$ cat src/design/sau_pkg.sv
`timescale 1ns / 1ps
// ----------------------------------------------------------------------------
// sau_pkg
// Shared operation codes, status codes, state encoding and the command and
// status bundles between the stack arithmetic controller and its datapath.
// ----------------------------------------------------------------------------
package sau_pkg;

   // fixed widths of the transaction fields
   localparam int unsigned OP_W        = 3;
   localparam int unsigned FIELD_W     = 32;
   localparam int unsigned DEPTH_OUT_W = 7;
   localparam int unsigned EXT_W       = 64;

   // operation codes, the two top codes are ignored
   localparam logic [OP_W-1:0] OP_PUSH = 3'd0;
   localparam logic [OP_W-1:0] OP_ADD  = 3'd1;
   localparam logic [OP_W-1:0] OP_SUB  = 3'd2;
   localparam logic [OP_W-1:0] OP_DIV  = 3'd3;
   localparam logic [OP_W-1:0] OP_MUL  = 3'd4;
   localparam logic [OP_W-1:0] OP_MOD  = 3'd5;

   typedef enum logic [1:0] {
      ST_OK      = 2'd0,
      ST_SHORT   = 2'd1,
      ST_DIVZERO = 2'd2,
      ST_FULL    = 2'd3
   } status_type;

   typedef enum logic [2:0] {
      S_IDLE,
      S_CHECK,
      S_LOAD,
      S_ITER,
      S_FINISH
   } state_type;

   // operations of the iterative multiply / divide unit
   typedef enum logic [1:0] {
      UOP_MUL,
      UOP_DIV,
      UOP_REM
   } uop_type;

   typedef struct packed {
      logic       capture;
      logic       do_push;
      logic       rd_issue;
      logic       alu_write;
      logic       unit_start;
      logic       unit_write;
      logic       set_status;
      status_type status_code;
      logic       out_load;
   } cmd_type;

   typedef struct packed {
      logic op_push;
      logic op_arith;
      logic op_addsub;
      logic op_divmod;
      logic stack_full;
      logic stack_short;
      logic div_zero;
      logic unit_done;
      logic out_free;
   } sts_type;

endpackage

$ cat src/design/sau_muldiv.sv
`timescale 1ns / 1ps
// ----------------------------------------------------------------------------
// sau_muldiv
// Iterative shift-add multiplier and restoring divider, one bit per cycle.
// Division works on magnitudes and fixes the signs at the output.
// ----------------------------------------------------------------------------
module sau_muldiv
   import sau_pkg::*;
#(
   parameter int unsigned DATA_WIDTH = 32
) (
   input  logic                  clock,
   input  logic                  reset,
   input  logic                  start,
   input  uop_type               uop,
   input  logic [DATA_WIDTH-1:0] opa,
   input  logic [DATA_WIDTH-1:0] opb,
   output logic                  done,
   output logic [DATA_WIDTH-1:0] result
);

   localparam int unsigned CNT_W = $clog2(DATA_WIDTH + 1);

   logic                  busy_ff, busy_in;
   logic [CNT_W-1:0]      cnt_ff, cnt_in;
   uop_type               uop_ff, uop_in;
   logic                  neg_q_ff, neg_q_in;
   logic                  neg_r_ff, neg_r_in;
   logic [DATA_WIDTH-1:0] x_ff, x_in;
   logic [DATA_WIDTH-1:0] y_ff, y_in;
   logic [DATA_WIDTH-1:0] z_ff, z_in;
   logic [DATA_WIDTH-1:0] mag_a, mag_b;
   logic [DATA_WIDTH:0]   shifted, diff;

   // operand magnitudes and one restoring step
   always_comb begin
      mag_a   = opa[DATA_WIDTH-1] ? (~opa + DATA_WIDTH'(1)) : opa;
      mag_b   = opb[DATA_WIDTH-1] ? (~opb + DATA_WIDTH'(1)) : opb;
      shifted = {z_ff, x_ff[DATA_WIDTH-1]};
      diff    = shifted - {1'b0, y_ff};
   end

   // x: multiplier / dividend-quotient, y: multiplicand / divisor,
   // z: product accumulator / partial remainder
   always_comb begin
      busy_in  = busy_ff;
      cnt_in   = cnt_ff;
      uop_in   = uop_ff;
      neg_q_in = neg_q_ff;
      neg_r_in = neg_r_ff;
      x_in     = x_ff;
      y_in     = y_ff;
      z_in     = z_ff;
      if (start) begin
         busy_in = 1'b1;
         cnt_in  = CNT_W'(DATA_WIDTH);
         uop_in  = uop;
         z_in    = '0;
         if (uop == UOP_MUL) begin
            x_in     = opa;
            y_in     = opb;
            neg_q_in = 1'b0;
            neg_r_in = 1'b0;
         end else begin
            x_in     = mag_a;
            y_in     = mag_b;
            neg_q_in = opa[DATA_WIDTH-1] ^ opb[DATA_WIDTH-1];
            neg_r_in = opa[DATA_WIDTH-1];
         end
      end else if (busy_ff) begin
         if (cnt_ff == '0) begin
            busy_in = 1'b0;
         end else begin
            cnt_in = cnt_ff - CNT_W'(1);
            if (uop_ff == UOP_MUL) begin
               if (x_ff[0]) begin
                  z_in = z_ff + y_ff;
               end
               y_in = y_ff << 1;
               x_in = x_ff >> 1;
            end else begin
               z_in = diff[DATA_WIDTH] ? shifted[DATA_WIDTH-1:0] : diff[DATA_WIDTH-1:0];
               x_in = {x_ff[DATA_WIDTH-2:0], ~diff[DATA_WIDTH]};
            end
         end
      end
   end

   always_ff @(posedge clock) begin
      if (reset) begin
         busy_ff <= 1'b0;
      end else begin
         busy_ff <= busy_in;
      end
   end

   always_ff @(posedge clock) begin
      cnt_ff   <= cnt_in;
      uop_ff   <= uop_in;
      neg_q_ff <= neg_q_in;
      neg_r_ff <= neg_r_in;
      x_ff     <= x_in;
      y_ff     <= y_in;
      z_ff     <= z_in;
   end

   // result with the sign fix for quotient and remainder
   always_comb begin
      done = busy_ff && (cnt_ff == '0);
      case (uop_ff)
         UOP_MUL: result = z_ff;
         UOP_DIV: result = neg_q_ff ? (~x_ff + DATA_WIDTH'(1)) : x_ff;
         UOP_REM: result = neg_r_ff ? (~z_ff + DATA_WIDTH'(1)) : z_ff;
         default: result = '0;
      endcase
   end

endmodule

$ cat src/design/sau_datapath.sv
`timescale 1ns / 1ps
// ----------------------------------------------------------------------------
// sau_datapath
// Stack memory with the top entry cached in a register, add/sub logic, the
// iterative multiply/divide unit and the result output register.
// ----------------------------------------------------------------------------
module sau_datapath
   import sau_pkg::*;
#(
   parameter int unsigned STACK_DEPTH = 64,
   parameter int unsigned DATA_WIDTH  = 32
) (
   input  logic                    clock,
   input  logic                    reset,
   input  cmd_type                 cmd,
   output sts_type                 sts,
   input  logic [OP_W-1:0]         req_operation,
   input  logic signed [FIELD_W-1:0] req_push_value,
   input  logic                    rsp_stall,
   output logic                    rsp_valid,
   output logic [1:0]              rsp_status,
   output logic signed [FIELD_W-1:0] rsp_top_value,
   output logic [DEPTH_OUT_W-1:0]  rsp_stack_depth
);

   localparam int unsigned AW = (STACK_DEPTH > 1) ? $clog2(STACK_DEPTH) : 1;
   localparam int unsigned CW = $clog2(STACK_DEPTH + 1);

   // request capture
   logic [OP_W-1:0]           op_ff, op_in;
   logic signed [FIELD_W-1:0] push_ff, push_in;

   // stack state: entries below the top live in memory, the top in a register
   logic [CW-1:0]         count_ff, count_in;
   logic [DATA_WIDTH-1:0] top_ff, top_in;
   logic [DATA_WIDTH-1:0] stack_mem [STACK_DEPTH];
   logic [DATA_WIDTH-1:0] mem_q_ff;
   status_type            status_ff, status_in;

   // output register
   logic                      rsp_valid_ff, rsp_valid_in;
   status_type                out_status_ff, out_status_in;
   logic signed [FIELD_W-1:0] out_top_ff, out_top_in;
   logic [DEPTH_OUT_W-1:0]    out_depth_ff, out_depth_in;

   logic [CW-1:0]             count_m1, count_m2;
   logic [DATA_WIDTH-1:0]     push_ext, alu_res, unit_result;
   logic signed [EXT_W-1:0]   top_wide;
   logic [EXT_W-1:0]          count_wide;
   logic                      unit_done;
   uop_type                   unit_op;

   // operand preparation
   always_comb begin
      count_m1   = count_ff - CW'(1);
      count_m2   = count_ff - CW'(2);
      push_ext   = DATA_WIDTH'(EXT_W'(push_ff));
      alu_res    = (op_ff == OP_SUB) ? (mem_q_ff - top_ff) : (mem_q_ff + top_ff);
      top_wide   = EXT_W'(signed'(top_ff));
      count_wide = EXT_W'(count_ff);
      case (op_ff)
         OP_MUL:  unit_op = UOP_MUL;
         OP_MOD:  unit_op = UOP_REM;
         default: unit_op = UOP_DIV;
      endcase
   end

   sau_muldiv #(
      .DATA_WIDTH (DATA_WIDTH)
   ) u_muldiv (
      .clock  (clock),
      .reset  (reset),
      .start  (cmd.unit_start),
      .uop    (unit_op),
      .opa    (mem_q_ff),
      .opb    (top_ff),
      .done   (unit_done),
      .result (unit_result)
   );

   // status toward the controller
   always_comb begin
      sts.op_push     = (op_ff == OP_PUSH);
      sts.op_addsub   = (op_ff == OP_ADD) || (op_ff == OP_SUB);
      sts.op_divmod   = (op_ff == OP_DIV) || (op_ff == OP_MOD);
      sts.op_arith    = sts.op_addsub || sts.op_divmod || (op_ff == OP_MUL);
      sts.stack_full  = (count_ff == CW'(STACK_DEPTH));
      sts.stack_short = (count_ff < CW'(2));
      sts.div_zero    = (top_ff == '0);
      sts.unit_done   = unit_done;
      sts.out_free    = !rsp_valid_ff || !rsp_stall;
   end

   // next values of the stack and capture registers
   always_comb begin
      op_in     = op_ff;
      push_in   = push_ff;
      count_in  = count_ff;
      top_in    = top_ff;
      status_in = status_ff;
      if (cmd.capture) begin
         op_in     = req_operation;
         push_in   = req_push_value;
         status_in = ST_OK;
      end
      if (cmd.set_status) begin
         status_in = cmd.status_code;
      end
      if (cmd.do_push) begin
         count_in = count_ff + CW'(1);
         top_in   = push_ext;
      end else if (cmd.alu_write) begin
         count_in = count_m1;
         top_in   = alu_res;
      end else if (cmd.unit_write) begin
         count_in = count_m1;
         top_in   = unit_result;
      end
   end

   // next values of the output register
   always_comb begin
      rsp_valid_in  = rsp_valid_ff;
      out_status_in = out_status_ff;
      out_top_in    = out_top_ff;
      out_depth_in  = out_depth_ff;
      if (cmd.out_load) begin
         rsp_valid_in  = 1'b1;
         out_status_in = status_ff;
         out_top_in    = (count_ff != '0) ? top_wide[FIELD_W-1:0] : '0;
         out_depth_in  = count_wide[DEPTH_OUT_W-1:0];
      end else if (rsp_valid_ff && !rsp_stall) begin
         rsp_valid_in = 1'b0;
      end
   end

   always_ff @(posedge clock) begin
      if (reset) begin
         count_ff     <= '0;
         rsp_valid_ff <= 1'b0;
      end else begin
         count_ff     <= count_in;
         rsp_valid_ff <= rsp_valid_in;
      end
   end

   always_ff @(posedge clock) begin
      op_ff         <= op_in;
      push_ff       <= push_in;
      top_ff        <= top_in;
      status_ff     <= status_in;
      out_status_ff <= out_status_in;
      out_top_ff    <= out_top_in;
      out_depth_ff  <= out_depth_in;
   end

   // stack memory: old top spills on push, second entry read for arithmetic
   always_ff @(posedge clock) begin
      if (cmd.do_push && (count_ff != '0)) begin
         stack_mem[count_m1[AW-1:0]] <= top_ff;
      end
      if (cmd.rd_issue) begin
         mem_q_ff <= stack_mem[count_m2[AW-1:0]];
      end
   end

   assign rsp_valid       = rsp_valid_ff;
   assign rsp_status      = out_status_ff;
   assign rsp_top_value   = out_top_ff;
   assign rsp_stack_depth = out_depth_ff;

`ifndef SYNTH
   a_count_bound : assert property (@(posedge clock) disable iff (reset)
      count_ff <= CW'(STACK_DEPTH))
      else $error("entry count above stack depth");

   a_push_room : assert property (@(posedge clock) disable iff (reset)
      cmd.do_push |-> !sts.stack_full)
      else $error("push onto a full stack");

   a_pop_two : assert property (@(posedge clock) disable iff (reset)
      (cmd.alu_write || cmd.unit_write) |-> !sts.stack_short)
      else $error("arithmetic write with fewer than two entries");
`endif

endmodule

$ cat src/design/sau_ctrl.sv
`timescale 1ns / 1ps
// ----------------------------------------------------------------------------
// sau_ctrl
// Controller state machine: takes one transaction at a time, sequences the
// stack checks, memory read, arithmetic and the result hand-off.
// ----------------------------------------------------------------------------
module sau_ctrl
   import sau_pkg::*;
(
   input  logic    clock,
   input  logic    reset,
   input  logic    req_valid,
   output logic    req_stall,
   output cmd_type cmd,
   input  sts_type sts
);

   state_type state_ff, state_in;

   always_ff @(posedge clock) begin
      if (reset) begin
         state_ff <= S_IDLE;
      end else begin
         state_ff <= state_in;
      end
   end

   // next state and commands
   always_comb begin
      state_in  = state_ff;
      cmd       = '0;
      req_stall = (state_ff != S_IDLE);
      case (state_ff)
         S_IDLE: begin
            if (req_valid) begin
               cmd.capture = 1'b1;
               state_in    = S_CHECK;
            end
         end
         S_CHECK: begin
            if (sts.op_push) begin
               if (sts.stack_full) begin
                  cmd.set_status  = 1'b1;
                  cmd.status_code = ST_FULL;
               end else begin
                  cmd.do_push = 1'b1;
               end
               state_in = S_FINISH;
            end else if (sts.op_arith) begin
               if (sts.stack_short) begin
                  cmd.set_status  = 1'b1;
                  cmd.status_code = ST_SHORT;
                  state_in        = S_FINISH;
               end else begin
                  cmd.rd_issue = 1'b1;
                  state_in     = S_LOAD;
               end
            end else begin
               state_in = S_FINISH;
            end
         end
         S_LOAD: begin
            if (sts.op_divmod && sts.div_zero) begin
               cmd.set_status  = 1'b1;
               cmd.status_code = ST_DIVZERO;
               state_in        = S_FINISH;
            end else if (sts.op_addsub) begin
               cmd.alu_write = 1'b1;
               state_in      = S_FINISH;
            end else begin
               cmd.unit_start = 1'b1;
               state_in       = S_ITER;
            end
         end
         S_ITER: begin
            if (sts.unit_done) begin
               cmd.unit_write = 1'b1;
               state_in       = S_FINISH;
            end
         end
         S_FINISH: begin
            if (sts.out_free) begin
               cmd.out_load = 1'b1;
               state_in     = S_IDLE;
            end
         end
         default: begin
            state_in = S_IDLE;
         end
      endcase
   end

`ifndef SYNTH
   a_out_free : assert property (@(posedge clock) disable iff (reset)
      cmd.out_load |-> sts.out_free)
      else $error("result loaded over an untaken result");

   a_unit_write : assert property (@(posedge clock) disable iff (reset)
      cmd.unit_write |-> sts.unit_done)
      else $error("unit result taken before the unit finished");

   a_capture_next : assert property (@(posedge clock) disable iff (reset)
      cmd.capture |=> (state_ff == S_CHECK) && req_stall)
      else $error("captured transaction not followed by the check step");
`endif

endmodule

$ cat src/design/stack_arithmetic_unit_core.sv
`timescale 1ns / 1ps
// Sequence: push, too-short and ignored codes go from S_CHECK to S_FINISH; add/sub and
//   zero divisor pass S_LOAD as well; mul/div/mod also wait in S_ITER for the unit.
// Throughput: one transaction at a time; the next is accepted once S_FINISH has loaded
//   the result register, which waits while rsp_stall holds an untaken result; mul/div/mod
//   run through the one-bit-per-cycle multiply/divide unit.
// Reset: synchronous; clears the entry count, controller and output valid.
// ----------------------------------------------------------------------------
// stack_arithmetic_unit_core
// Bounded stack of signed integers with push, add, sub, mul, div and mod
// on the top two entries, reporting status, new top and depth per transaction.
// ----------------------------------------------------------------------------
module stack_arithmetic_unit_core
   import sau_pkg::*;
#(
   parameter int unsigned STACK_DEPTH = 64,
   parameter int unsigned DATA_WIDTH  = 32
) (
   input  logic                      clock,
   input  logic                      reset,
   input  logic                      req_valid,
   output logic                      req_stall,
   input  logic [OP_W-1:0]           req_operation,
   input  logic signed [FIELD_W-1:0] req_push_value,
   output logic                      rsp_valid,
   input  logic                      rsp_stall,
   output logic [1:0]                rsp_status,
   output logic signed [FIELD_W-1:0] rsp_top_value,
   output logic [DEPTH_OUT_W-1:0]    rsp_stack_depth
);

   cmd_type cmd;
   sts_type sts;

   // controller
   sau_ctrl u_ctrl (
      .clock     (clock),
      .reset     (reset),
      .req_valid (req_valid),
      .req_stall (req_stall),
      .cmd       (cmd),
      .sts       (sts)
   );

   // datapath
   sau_datapath #(
      .STACK_DEPTH (STACK_DEPTH),
      .DATA_WIDTH  (DATA_WIDTH)
   ) u_datapath (
      .clock           (clock),
      .reset           (reset),
      .cmd             (cmd),
      .sts             (sts),
      .req_operation   (req_operation),
      .req_push_value  (req_push_value),
      .rsp_stall       (rsp_stall),
      .rsp_valid       (rsp_valid),
      .rsp_status      (rsp_status),
      .rsp_top_value   (rsp_top_value),
      .rsp_stack_depth (rsp_stack_depth)
   );

endmodule

$ cat config.mk
export PLATFORM = sky130hd
export DESIGN_NAME = stack_arithmetic_unit_core
export DESIGN_NICKNAME = d
export VERILOG_FILES = /design/src/design/sau_pkg.sv /design/src/design/sau_muldiv.sv /design/src/design/sau_datapath.sv /design/src/design/sau_ctrl.sv /design/src/design/stack_arithmetic_unit_core.sv
export SDC_FILE = /design/constraint.sdc
export NUM_CORES = 2
export LEC_CHECK = 0
export ABC_AREA = 1
export BUFFER_PORTS_ARGS = -buffer_cell sky130_fd_sc_hd__buf_2
export CAP_MARGIN = 20
export CORE_AREA = 2 2 465 560
export CTS_BUF_LIST = sky130_fd_sc_hd__clkbuf_4
export DETAILED_ROUTE_END_ITERATION = 10
export DIE_AREA = 0 0 467 562
export MAX_ROUTING_LAYER = met4
export SLEW_MARGIN = 20
export SYNTH_ARGS = -nofsm -noshare
export SYNTH_HDL_FRONTEND = slang
export SYNTH_SLANG_ARGS = --single-unit
$ cat constraint.sdc
create_clock -name clock -period 5 [get_ports clock]
set_clock_uncertainty 0.15 [all_clocks]
set_input_delay 0.5 -clock clock [delete_from_list [all_inputs] [get_ports clock]]
set_output_delay 0.5 -clock clock [all_outputs]
set_load 0.02 [all_outputs]
; Word-level counts from Yosys, hierarchy flattened
; Memories as Yosys holds them, arrays and structs flattened. A register that Yosys moved wholly into a read port is not among the register bits.
; Cells that the tools add are included.
[classes]
n_addsub = 12
order_cmp = 1
n_eq_ne = 17
n_mux = 66
bitwise = 7
n_reduce_logical = 29
[op_table]
columns = op, n
row1 = $mux 32, 21
row2 = $add 32x1->32 const B, 4
row3 = $not 32->32, 4
row4 = $pmux 32 s3, 1
row5 = $add 32x32->32, 2
row6 = $mux 3, 13
row7 = $sub 33x32->33, 1
row8 = $logic_not 32->1, 1
row9 = $sub 32x32->32, 1
row10 = $mux 7, 3
row11 = $mux 1, 20
row12 = $pmux 3 s5, 1
row13 = $eq 3x2->1 const B, 4
row14 = $mux 2, 5
row15 = $eq 3x3->1 const B, 3
row16 = $reduce_and 3->1, 3
row17 = $ne 2x2->1 const B, 4
row18 = $reduce_bool 2->1, 4
row19 = $add 7x1->7 const B, 1
row20 = $eq 7x7->1 const B, 1
row21 = $lt 7x2->1 const B, 1
row22 = $reduce_bool 7->1, 1
row23 = $sub 7x1->7 const B, 1
row24 = $eq 3x1->1 const B, 2
row25 = 17 further kinds, 30
[totals]
ff_bits = 228
ramBits = 2048
out_inout_bits = 43
memories = 1
[memory_table]
columns = name, depth, word_bits, read_ports, rd_clocked_by_memory_dff, write_ports, line_no
row1 = u_datapath.stack_mem, 64, 32, 1, 1, 1, sau_datapath.sv:36  ; logic [DATA_WIDTH-1:0] stack_mem [STACK_DEPTH];

; Depth between registers and ports, before layout
[depth]
ltp_word = 10
depth_mapped = 25
ltp_nobuf = 25

; Modules after synthesis
; From an unflattened synthesis, not the netlist that was laid out.
[unflattened]
hier_cells = 9735
area_unflattened_um2 = 103224.0
[modules_own_cells]
columns = module, n_inst, cells_each, area_each_um2
row1 = sau_datapath, 1, 7428, 89819.9
row2 = sau_muldiv, 1, 2248, 13087.6
row3 = sau_ctrl, 1, 59, 316.6

; Least setup slack after synthesis
; OpenSTA, ideal clock, no wires.
[synth_timing]
path_kind = flip-flop to flip-flop
startpoint = register u_datapath.top_ff[0]
endpoint = register u_datapath.u_muldiv.y_ff[0], enable pin
setup_ns = 0.466
t_arrival_ns = 3.506
required_time_ns = 4.384
path_slack_ns = 0.878
stages_incl_launch_ff = 12
path_buffers = 2
path_cell_list = edfxtp_1 -> inv_1 -> ha_1 -> nand3_2 -> nor2_1 -> nand2_1 -> nor2_1 -> nand3_1 -> nand3_2 -> buf_6 -> buf_2 -> o21ai_0
[synth_between]
elab_chain_cells = 6
word_cells_on_any_way = 8
classes_between = eq/ne: 1 / mux: 2 / reduce/logical: 5
[synth_rtl]
columns = element, line_no
row1 = from (decl), sau_datapath.sv:35  ; logic [DATA_WIDTH-1:0] top_ff, top_in;
row2 = from (signal assigned), sau_datapath.sv:150  ; top_ff <= top_in;
row3 = $logic_not 32->1 *, sau_datapath.sv:89  ; sts.div_zero = (top_ff == '0);
row4 = $logic_and 1x1->1 *, sau_ctrl.sv:63  ; if (sts.op_divmod && sts.div_zero) begin
row5 = $mux 2 *, sau_ctrl.sv:63
row6 = $mux 2 *, sau_ctrl.sv:33  ; case (state_ff)
row7 = $ne 2x2->1 (no source line) or $reduce_bool 2->1 (tied branches), --
row8 = $reduce_and 3->1 (no source line) *, --
row9 = to (signal assigned), sau_muldiv.sv:103  ; y_ff <= y_in;
row10 = to (decl), sau_muldiv.sv:30  ; logic [DATA_WIDTH-1:0] y_ff, y_in;
; Mark *: on every way between the ends. The rest lies on a longest branch, timed or not.
; A chain may end at the register's enable or synchronous reset.

; Final worst setup path
[layout_timing]
startpoint = register u_datapath.top_ff[0]
endpoint = register u_datapath.top_ff[31], data pin
[layout_between]
elab_chain_cells = 6
word_cells_on_any_way = 9
classes_between = add/sub: 2 / mux: 5 / reduce/logical: 2
[layout_rtl]
columns = element, line_no
row1 = branches (longest 4 deep; another with $add 32x32->32), --
row2 = $mux 32 *, sau_datapath.sv:112  ; end else if (cmd.alu_write) begin
row3 = $mux 32 *, sau_datapath.sv:109  ; if (cmd.do_push) begin
row4 = via u_datapath.top_in[31], sau_datapath.sv:35
; Mark *: on every way through the listed nets, which the timed path passes.

==> impl_metrics.csv <==
group,metric,value,unit
status,outcome,"completed",
placement,dp_slack,0.719,ns
layout,final_util,0.449,
clocking,clk_path_buf_depth,4,
synth,syn_nets,9452,
die,ios,82,
sta,fin_hold_ws,0.121,ns
sta,hold_violations,0,
die,coreArea,257000,um2
grt,grt_use_total,0.276,
synth,yosysTopAreaCellShare,0.663,
die,dieArea,262000,um2
sta,setup_viol,0,
die,start_util,0.399,
clocking,cts-root-buf,"clkbuf_4",
sta,slew_headroom,0.222,
drt,wl_per_cell,26.7,um
sta,fin_setup_tns,0,ns
sta,timing.final.crit_share,0.867,
sta,postLayoutSetupSlackWorst,0.664,ns
grt,grtUsageMet2,0.445,
clocking,cts_tree,"yes",
power_and_ir_drop,powerDensity,396,nW/um2
power_and_ir_drop,p_clk_frac,0.346,
sta,drv_slew,0,
synth,ys.flop_type,"edfxtp_1",
synth,yosysWarnings,0,
layout,drive_above_1_share,0.133,
grt,gr-usage-met1,0.338,
power_and_ir_drop,ir_drop,0.215,mV
power_and_ir_drop,combPwrFrac,0.174,
sta,rsz0062_at_grt,"no",
clocking,cts_setup_buffers,0,
grt,grt_use_met3,0.0384,
worst_setup_path,worst_setup_path_end_kind,"flop",
sta,max_freq,231,MHz
drt,routed_wl,361,mm
synth,synth_area,102000,um2
drt,viasPerCell,5.71,
layout,layout.nets,9898,
power_and_ir_drop,p_sw_frac,0.305,
flow_run,drv_cap,0,
drt,ant_nets,0,
synth,yosysTopAreaCell,"edfxtp_1",
grt,grt_most_used_layer,"met2",
sta,worstMarginPinSlew,1.17,ns
worst_setup_path,path_max_fanout,5,
synth,avgSynthCellArea,11.0,um2
synth,synth_edf_count,2258,
power_and_ir_drop,switching_power,13.9,mW
synth,postSynthCellCount,9305,
clocking,cts.sink_count,2308,
grt,grt-ovfl-total,0,
grt,grt_pass1_vias,74900,
die,dieWidth,467,um
synth,synthTopCellsByArea,"edfxtp_1 (66%), o21ai_0 (6.6%), nor2_1 (5.9%)",
drt,num_vias,77400,
placement,portBuffers,81,
clocking,cts_resized,0,
power_and_ir_drop,p_int,31.7,mW
grt,grt_antenna_before_repair,17,
power_and_ir_drop,total_leakage_power,41.0,nW
synth,synth_cell_types,56,
grt,grt_max_degree,207,
drt,route.detailed.drc,0,
synth,postSynth.asyncResetShare,0,
min_path,hold_class,"in -> reg",
placement,gp_congestion,0.987,
power_and_ir_drop,finalPower,45.6,mW
synth,seq_area_frac_synth,0.672,
die,die_height,562,um
drt,drt_iter0_drc,8986,
synth,ys_ff_latch,2308,
worst_setup_path,arrival,5.25,ns
worst_setup_path,setup.worst_path.class,"reg -> reg",
clocking,cts.clk_slew.worst_paths,0.07,ns
worst_setup_path,cp-start-kind,"flop",
placement,dp_hpwl,222,mm
worst_setup_path,required,5.92,ns
layout,syn2layout_area_growth,12.6,%
grt,grt_pass1_wl,516,mm
power_and_ir_drop,seqPwrFrac,0.481,
clocking,numCtsBuffers,576,
clocking,htree_num_levels,6,
die,rows,204,
clocking,clk_latency,1.32,ns
drt,drt_pass1_iterations,6,
sta,post-route-min-period,4.34,ns
-- cell usage after synthesis (12+ instances only) --
master and count:
nand3_1 419, nand2_2 18, xor2_1 58, nand4_1 29, inv_2 21, o221ai_1 14
edfxtp_1 2258, buf_1 25, o21ai_0 1344, nand2_1 1211, o211ai_1 56, o22ai_1 567
nor2_1 1597, buf_6 35, nand3b_1 17, xnor2_1 28, o21ai_1 129, inv_1 416
ha_1 105, buf_2 136, clkbuf_1 268, nor3_1 48, o31ai_1 16, a21oi_1 235
or2_2 12, dfxtp_1 50, a31oi_1 30, buf_4 63
-- per-stage QoR --
stage / instances / instance area, um2
after floorplan: 9305 / 102000
after global placement: 12500 / 107000
after detailed placement: 12500 / 107000
after CTS: 13500 / 115000
after global routing: 13500 / 115000
final: 13500 / 115000
-- sequential cells by signal (all words and copies together) (netlist names), 6 cells and up --
register and flops:
u_datapath.u_muldiv.z_ff 32, u_datapath.top_ff 32, u_datapath.u_muldiv.x_ff 32, u_datapath.rsp_top_value 32, u_datapath.push_ext 32, u_datapath.u_muldiv.y_ff 32
u_datapath.count_ff 7, u_datapath.rsp_stack_depth 7, u_datapath.stack_mem 2048, u_datapath.u_muldiv.cnt_ff 6, u_datapath.mem_q_ff 32
-- cell type report --
| type | count | area [um2] |
|---|---|---|
| Tap cell | 3399 | 4250 |
| Inverter | 441 | 1680 |
| Timing Repair Buffer | 399 | 3660 |
| Clock buffer | 793 | 5950 |
| Fill cell | 23900 | 141000 |
| Multi-Input combinational cell | 6025 | 29800 |
| Antenna cell | 15 | 37.5 |
| Sequential cell | 2308 | 68800 |
| Clock inverter | 162 | 1090 |
-- final timing paths --
path | cells past startpoint | from | slack [ns] | to
setup / recovery | 23 | u_datapath.top_ff[0]$_DFFE_PP_ | 0.66 | u_datapath.top_ff[31]$_DFFE_PP_
hold / removal | 6 | req_valid | 0.12 | u_ctrl.state_ff[0]$_SDFFE_PP0P_
hold reg to reg | 0 | u_datapath.status_ff[0]$_SDFFCE_PN0P_ | 0.30 | u_datapath.rsp_status[0]$_DFFE_PP_
setup reg to reg | 23 | u_datapath.top_ff[0]$_DFFE_PP_ | 0.66 | u_datapath.top_ff[31]$_DFFE_PP_
-- power by group through the flow --
stage	registers (mW)	logic, mW	clock network [mW]
CTS	21.9	7.78	16.1
detailed placement	22.3	7.70	0
floorplan	22.1	4.32	0
finish	21.9	7.91	15.8
global placement	22.3	7.67	0
global route	21.9	8.56	17.0
-- per-layer routing --
layer  wire length, um  vias to the layer above
met1            141000                    38300
li1                  -                    34700
met4             19700                        0
met5                 0                        -
met2            175000                     3672
met3             26100                      722
-- layout by cell type (no fill, tap or decap), types with 12 or more instances in the layout --
master,netlist,final
clkbuf_4,0,793
clkinv_2,1,25
o21ai_0,1344,1343
a31oi_1,30,30
o21ai_1,129,129
buf_12,2,52
clkinv_1,3,98
dfxtp_1,50,48
nor2_1,1597,1529
a21oi_1,235,234
o22ai_1,567,566
inv_2,21,35
xor2_1,58,56
dlygate4sd3_1,0,78
xnor2_1,28,28
edfxtp_1,2258,2258
bufinv_16,0,15
or2_2,12,12
inv_1,416,414
o31ai_1,16,15
nand3b_1,17,17
nor3_1,48,48
buf_2,136,81
nor2_4,3,71
o211ai_1,56,56
nand3_1,419,419
nand2_1,1211,1211
buf_4,63,187
nand2_2,18,18
nand4_1,29,29
o221ai_1,14,14
diode_2,0,15
ha_1,105,104
-- critical path: stages (launching register included) --
cell and delay [ns]:
edfxtp_1 0.47, inv_1 0.16, ha_1 0.22, nand3_2 0.13
inv_2 0.09, nand3_2 0.11, nor2_2 0.16, nand2_1 0.10
nor2_1 0.20, nand2_1 0.14, nor2_1 0.17, nand2_1 0.10
a31oi_1 0.31, ha_1 0.36, a21oi_1 0.22, o21ai_0 0.22
nand2_1 0.12, nand3_1 0.07, a21oi_1 0.20, nand3_1 0.11
nand3_1 0.09, nand2_1 0.05, nand2_1 0.05, nand2_1 0.08
-- kinds of logic after synthesis --
family,share of synthesized area
fa+ha+maj,0.0134
flops,0.672
simple gates,0.136
compound gates,0.129
buf+inv,0.0427
xor+xnor,0.00736
-- what timing repair did --
action	4_1_cts	5_1_grt
setup endpoints to repair	0	0
hold buffers	78	0
endpoints found under the hold margin	125	0
Note: power is estimated with default switching activity, not from simulation.
